`config.mk`:
```
export PLATFORM = sky130hd
export DESIGN_NAME = signed_day_difference_between_dates
export DESIGN_NICKNAME = d
export VERILOG_FILES = /design/src/hw/rtl/sdd_pkg.sv /design/src/hw/rtl/sdd_day_num.sv /design/src/hw/rtl/sdd_diff.sv /design/src/hw/rtl/signed_day_difference_between_dates.sv
export SDC_FILE = /design/constraint.sdc
export NUM_CORES = 2
export LEC_CHECK = 0
export BUFFER_PORTS_ARGS = -buffer_cell sky130_fd_sc_hd__buf_2
export CAP_MARGIN = 10
export CORE_MARGIN = 3
export CORE_UTILIZATION = 35
export CTS_CLUSTER_SIZE = 28
export DETAILED_ROUTE_END_ITERATION = 6
export SLEW_MARGIN = 10
export SYNTH_ARGS = -nofsm -noshare
export SYNTH_HDL_FRONTEND = slang
export SYNTH_SLANG_ARGS = --single-unit
```
`constraint.sdc`:
```
create_clock -name clk -period 23 [get_ports clk]
set_clock_uncertainty 0.15 [all_clocks]
set_input_delay 4.6 -clock clk [delete_from_list [all_inputs] [get_ports clk]]
set_output_delay 4.6 -clock clk [all_outputs]
set_load 0.02 [all_outputs]
```
`src/hw/rtl/sdd_pkg.sv`:
```
// sdd_pkg: types, constants and calendar tables for the date difference block
// no dependencies; used by sdd_day_num, sdd_diff and the top level
package sdd_pkg;

  localparam int YEAR_W     = 14;
  localparam int MONTH_W    = 4;
  localparam int DAY_W      = 5;
  localparam int DAY_NUM_W  = 23;
  localparam int DIFF_W     = 23;
  localparam int WIDE_W     = DAY_NUM_W + 2;

  // shifted year = year + 400 - (month <= 2)
  localparam int SHIFT_YEAR_W = YEAR_W + 1;
  localparam logic [SHIFT_YEAR_W-1:0] YEAR_OFFSET = SHIFT_YEAR_W'(400);

  // x / 100 == (x * 5243) >> 19, exact for x below 2**15
  localparam int RECIP_W     = 13;
  localparam logic [RECIP_W-1:0] RECIP_100 = RECIP_W'(5243);
  localparam int RECIP_SHIFT = 19;

  localparam logic [MONTH_W-1:0] MONTH_FEB = MONTH_W'(2);
  localparam logic [MONTH_W-1:0] MONTH_DEC = MONTH_W'(12);
  localparam logic [DAY_W-1:0]   FEB_LEAP  = DAY_W'(29);
  localparam logic [DAY_W-1:0]   FEB_PLAIN = DAY_W'(28);

  localparam logic signed [WIDE_W-1:0] DIFF_MAX = WIDE_W'(4194303);
  localparam logic signed [WIDE_W-1:0] DIFF_MIN = -WIDE_W'(4194304);

  typedef struct packed {
    logic [YEAR_W-1:0]  first_year;
    logic [MONTH_W-1:0] first_month;
    logic [DAY_W-1:0]   first_day;
    logic [YEAR_W-1:0]  second_year;
    logic [MONTH_W-1:0] second_month;
    logic [DAY_W-1:0]   second_day;
    logic               include_end_day;
  } in_t;

  typedef struct packed {
    logic signed [DIFF_W-1:0] day_difference;
    logic                     invalid_date;
  } out_t;

  // month length, with february as in a plain year; zero for impossible months
  function automatic logic [DAY_W-1:0] month_len(input logic [MONTH_W-1:0] m);
    logic [DAY_W-1:0] len;
    case (m)
      4'd1, 4'd3, 4'd5, 4'd7, 4'd8, 4'd10, 4'd12: len = DAY_W'(31);
      4'd4, 4'd6, 4'd9, 4'd11:                    len = DAY_W'(30);
      4'd2:                                       len = FEB_PLAIN;
      default:                                    len = '0;
    endcase
    return len;
  endfunction

  // days before the month in a year starting in march
  function automatic logic [8:0] month_offset(input logic [MONTH_W-1:0] m);
    logic [8:0] ofs;
    case (m)
      4'd3:    ofs = 9'd0;
      4'd4:    ofs = 9'd31;
      4'd5:    ofs = 9'd61;
      4'd6:    ofs = 9'd92;
      4'd7:    ofs = 9'd122;
      4'd8:    ofs = 9'd153;
      4'd9:    ofs = 9'd184;
      4'd10:   ofs = 9'd214;
      4'd11:   ofs = 9'd245;
      4'd12:   ofs = 9'd275;
      4'd1:    ofs = 9'd306;
      4'd2:    ofs = 9'd337;
      default: ofs = 9'd0;
    endcase
    return ofs;
  endfunction

endpackage

```
`src/hw/rtl/sdd_day_num.sv`:
```
// sdd_day_num: day number and validity check of one calendar date
// depends on sdd_pkg
module sdd_day_num
  import sdd_pkg::*;
(
  input  logic [YEAR_W-1:0]    year,
  input  logic [MONTH_W-1:0]   month,
  input  logic [DAY_W-1:0]     day,
  output logic [DAY_NUM_W-1:0] day_num,
  output logic                 date_ok
);

  localparam int PROD_W   = SHIFT_YEAR_W + RECIP_W;
  localparam int PROD_Y_W = YEAR_W + RECIP_W;

  logic                      early;
  logic [SHIFT_YEAR_W-1:0]   yy;
  logic [PROD_W-1:0]         prod_yy;
  logic [PROD_W-RECIP_SHIFT-1:0] cent_yy;
  logic [PROD_Y_W-1:0]       prod_y;
  logic [PROD_Y_W-RECIP_SHIFT-1:0] cent_y;
  logic                      centurial;
  logic                      leap;
  logic [DAY_W-1:0]          len;

  // leap year test on the plain year
  assign prod_y    = PROD_Y_W'(year) * PROD_Y_W'(RECIP_100);
  assign cent_y    = prod_y[PROD_Y_W-1:RECIP_SHIFT];
  assign centurial = (YEAR_W'(cent_y) * YEAR_W'(100)) == year;
  assign leap      = (year[1:0] == 2'b00) && (!centurial || (cent_y[1:0] == 2'b00));

  assign len     = (month == MONTH_FEB) ? (leap ? FEB_LEAP : FEB_PLAIN) : month_len(month);
  assign date_ok = (month != '0) && (month <= MONTH_DEC) && (day != '0) && (day <= len);

  // day count with the year starting in march
  assign early   = (month <= MONTH_FEB);
  assign yy      = SHIFT_YEAR_W'(year) + YEAR_OFFSET - SHIFT_YEAR_W'(early);
  assign prod_yy = PROD_W'(yy) * PROD_W'(RECIP_100);
  assign cent_yy = prod_yy[PROD_W-1:RECIP_SHIFT];

  assign day_num = DAY_NUM_W'(yy) * DAY_NUM_W'(365)
                 + DAY_NUM_W'(yy[SHIFT_YEAR_W-1:2])
                 - DAY_NUM_W'(cent_yy)
                 + DAY_NUM_W'(cent_yy[PROD_W-RECIP_SHIFT-1:2])
                 + DAY_NUM_W'(month_offset(month))
                 + DAY_NUM_W'(day);

endmodule

```
`src/hw/rtl/sdd_diff.sv`:
```
// sdd_diff: signed difference of two day numbers with end-day and saturation
// depends on sdd_pkg and sdd_day_num
module sdd_diff
  import sdd_pkg::*;
(
  input  in_t  item,
  output out_t result
);

  logic [DAY_NUM_W-1:0]      num_first;
  logic [DAY_NUM_W-1:0]      num_second;
  logic                      ok_first;
  logic                      ok_second;
  logic signed [WIDE_W-1:0]  raw;
  logic signed [WIDE_W-1:0]  adj;
  logic signed [WIDE_W-1:0]  sat;

  sdd_day_num u_first (
    .year    (item.first_year),
    .month   (item.first_month),
    .day     (item.first_day),
    .day_num (num_first),
    .date_ok (ok_first)
  );

  sdd_day_num u_second (
    .year    (item.second_year),
    .month   (item.second_month),
    .day     (item.second_day),
    .day_num (num_second),
    .date_ok (ok_second)
  );

  always_comb begin
    raw = $signed({2'b00, num_second}) - $signed({2'b00, num_first});
    if (item.include_end_day) begin
      adj = (raw > 0) ? raw + WIDE_W'(1) : raw - WIDE_W'(1);
    end else begin
      adj = raw;
    end
    if (adj > DIFF_MAX) begin
      sat = DIFF_MAX;
    end else if (adj < DIFF_MIN) begin
      sat = DIFF_MIN;
    end else begin
      sat = adj;
    end
    if (ok_first && ok_second) begin
      result.day_difference = sat[DIFF_W-1:0];
      result.invalid_date   = 1'b0;
    end else begin
      result.day_difference = '0;
      result.invalid_date   = 1'b1;
    end
  end

endmodule

```
`src/hw/rtl/signed_day_difference_between_dates.sv`:
```
// signed_day_difference_between_dates: top level of the date difference block
// depends on sdd_pkg and sdd_diff
//
// usage
// - input channel in_valid/in_ready/in_data carries two dates and the end-day flag
// - result channel out_valid/out_ready/out_data carries the signed day count and
//   an invalid-date flag; exactly one result word per input word, in order
// - an accepted word lands in an input register; the day numbers, difference and
//   saturation are formed in one pass and captured in the result register
// - after acceptance the word moves from the input register into the result register,
//   and out_valid rises once the result register holds it
// - one word per cycle while out_ready stays high, set by the single compute stage
// - a stalled receiver holds the result register; the input register still takes
//   one more word, then in_ready drops until out_ready returns
// - reset (rst_n low, synchronous) empties both registers; no state survives
//   between words
module signed_day_difference_between_dates
  import sdd_pkg::*;
(
  input  logic clk,
  input  logic rst_n,
  input  logic in_valid,
  output logic in_ready,
  input  in_t  in_data,
  output logic out_valid,
  input  logic out_ready,
  output out_t out_data
);

  logic in_full_r;
  logic in_full_nxt;
  in_t  in_hold_r;
  logic out_full_r;
  logic out_full_nxt;
  out_t out_hold_r;
  out_t result;
  logic out_take;
  logic move;

  assign out_take = !out_full_r || out_ready;
  assign in_ready = !in_full_r || out_take;
  assign move     = in_full_r && out_take;

  assign in_full_nxt  = (in_valid && in_ready) ? 1'b1 : (move ? 1'b0 : in_full_r);
  assign out_full_nxt = move ? 1'b1 : (out_ready ? 1'b0 : out_full_r);

  sdd_diff u_diff (
    .item   (in_hold_r),
    .result (result)
  );

  always_ff @(posedge clk) begin
    if (!rst_n) begin
      in_full_r  <= 1'b0;
      out_full_r <= 1'b0;
    end else begin
      in_full_r  <= in_full_nxt;
      out_full_r <= out_full_nxt;
    end
  end

  always_ff @(posedge clk) begin
    if (in_valid && in_ready) begin
      in_hold_r <= in_data;
    end
    if (move) begin
      out_hold_r <= result;
    end
  end

  assign out_valid = out_full_r;
  assign out_data  = out_hold_r;

  a_reset_empty: assert property (@(posedge clk) !rst_n |=> !in_full_r && !out_full_r)
    else $error("registers not empty after reset");

  a_invalid_zero: assert property (@(posedge clk) disable iff (!rst_n)
    out_full_r && out_hold_r.invalid_date |-> out_hold_r.day_difference == '0)
    else $error("invalid date with nonzero difference");

  a_full_stall: assert property (@(posedge clk) disable iff (!rst_n)
    in_full_r && out_full_r && !out_ready |-> !in_ready)
    else $error("input taken while both registers are full");

  a_move_fills: assert property (@(posedge clk) disable iff (!rst_n)
    move |=> out_full_r)
    else $error("result register not filled after transfer");

endmodule
```
==> qor.yml <==
synth_top_area_cell: "fa_1"
yosysMostFrequentCell: "inv_1"
r2r_cells: 72
viasPerCell: 4.671
reg2reg_to: "out_data[15]"
synth_enable_flop_cells: 71
cts_tree: "built"
period_share_pct: 90.12
dp_hpwl_um: 60320
synthArstFlopShare_pct: 0
clock-sinks: 97
io_pins: 77
slowest_delay_ns: 0.76
setup_viol: 0
rows: 108
arrival_ns: 20.67
antenna_found_initial: 11
synthTopCellsByArea: "fa_1, ha_1, inv_1, edfxtp_1, xnor2_1"
multi_input_area_um2: 24960
slew_violations: 0
yosysSeqAreaShare_pct: 8.566
cp_common_cell: "fa_1"
syn_area_um2: 30970
synth-simple-area-share_pct: 6.477
clk_pin_slew_worst_paths_ns: 0.07
synthMuxAreaShare_pct: 0.7111
track_usage_pct: 15.61
synth_top_flop_cell: "edfxtp_1"
totalWireLength_um: 67940
rsz0062_at_grt: "no"
path_class: "register to register"
grt-ovfl-total: 0
ctsResizeCount: 0
core_region_area_um2: 87290
grt_pass1_wl_um: 114200
die_w_um: 303.4
numCtsBuffers: 9
cp-startpoint: "in_hold_r[29]"
fmax_mhz: 48.24
synth_xor_area_share_pct: 4.978
synth_top_area_share_pct: 30.00
crit_cells: 72
synth_top_family_by_area: "adder cells"
hold_buffers: 0
rr_startpoint: "in_hold_r[29]"
status: "finished clean"
vias: 20820
synth-seq-cells: 97
worstSetupStartpointType: "register"
worstMarginPinSlew_ns: 0.9426
postLayoutSetupSlackWorst_ns: 2.272
gp_congestion: 0.8754
path_max_fanout: 23
tns_ns: 0
relSlewSlack_pct: 36.71
reg2reg_slack_ns: 2.27
htree_num_levels: 3
dieArea_um2: 92080
yosys_warnings: 0
min_path_type: "register to register"
crit_family: "compound AO/OA/AOI/OAI gates"
cts-root-buf: "clkbuf_16"
ant_nets: 0
area_growth_pct: 7.208
drtIter0Drc: 951
synth_cell_types: 79
port_buffers: 76
drive_above_1_share_pct: 4.459
seq_area_um2: 2653
synth_area_per_cell_um2: 9.692
first_global_vias: 21910
start_util_pct: 35.47
die_y_um: 303.4
synth_commonest_cells: "inv_1, ha_1, fa_1"
clk_path_buf_depth: 2
pre_cts_ws_ns: 2.186
crit_end: "out_data[15]"
synth_compound_area_share_pct: 8.817
wl_per_cell_um: 15.24
holdPathStages: 1
hold_viol: 0
cp_num_buf_inv: 8
max_cap_viol_count: 0
synth_fp_nets: 4443
hold_slack_ns: 0.3746
grt_max_degree: 47
post-route-drc-count: 0
synthAdderAreaFrac_pct: 59.61
nets: 4540
critPathCaptureType: "register"
nFillCells: 8830
fin_crit_ns: 20.73
syn-instance-count: 3195
cpMaxStageDelayCell: "or2b_1"
worst_ep_required_time_ns: 22.95
clk_latency_ns: 0.40
dr.pass1.iters: 5
cts_setup_buffers: 0
worst min path at each step:
| stage | from | to | slack, ns |
|---|---|---|---|
| final | in_full_r | out_valid | 0.37 |
| after global routing | in_full_r | out_valid | 0.40 |
| after CTS | in_full_r | out_valid | 0.38 |
| after detailed placement | in_full_r | out_valid | 0.35 |
| after global placement | in_full_r | out_valid | 0.36 |
| after floorplan | in_full_r | out_valid | 0.33 |
layout by cell type (no fill, tap or decap), types with 30 or more instances in the layout:
master / instances
ha_1: 733
xor2_1: 60
o21ai_0: 82
fa_1: 464
nor2b_1: 30
nand2_1: 78
xnor2_1: 116
a21oi_1: 113
nor2_1: 111
buf_2: 76
nor3_1: 40
inv_1: 869
a21o_1: 47
edfxtp_1: 71
cells by family after synthesis:
logic type	after synthesis
fa+ha+maj	1197
xor+xnor	176
flops	97
compound gates	411
buf+inv	888
mux	22
simple gates	404
per-stage QoR:
| step | area [um2] | util [%] | cells |
|---|---|---|---|
| floorplan | 30970 | - | 3195 |
| global placement | 32910 | 37.70 | 4436 |
| detailed placement | 32910 | 37.70 | 4436 |
| CTS | 33190 | 38.02 | 4452 |
| global route | 33190 | 38.02 | 4454 |
| finish | 33200 | 38.03 | 4457 |
layout make-up:
type	count	share of cell area [%]
clock buffer	9	0.6784
antenna	5	0.03769
timing repair buffer	103	1.756
multi-input combinational	2210	75.19
sequential	97	7.990
inverter	871	9.848
clock inverter	7	0.1508
tap	1155	4.353
routing by layer:
metal / part of all wire, % / vias to the layer above / global-route usage [%] / wire (um)
met5: 0.087 / - / 0 / 59
met4: 2.2 / 10 / 3.748 / 1500
met3: 4.0 / 73 / 2.583 / 2707
met2: 44 / 271 / 24.68 / 30040
met1: 50 / 9976 / 22.27 / 33630
li1: - / 10490 / - / -
Power is not shown: default switching activity piles up to over one toggle a cycle in this logic, so the estimate is an artifact.
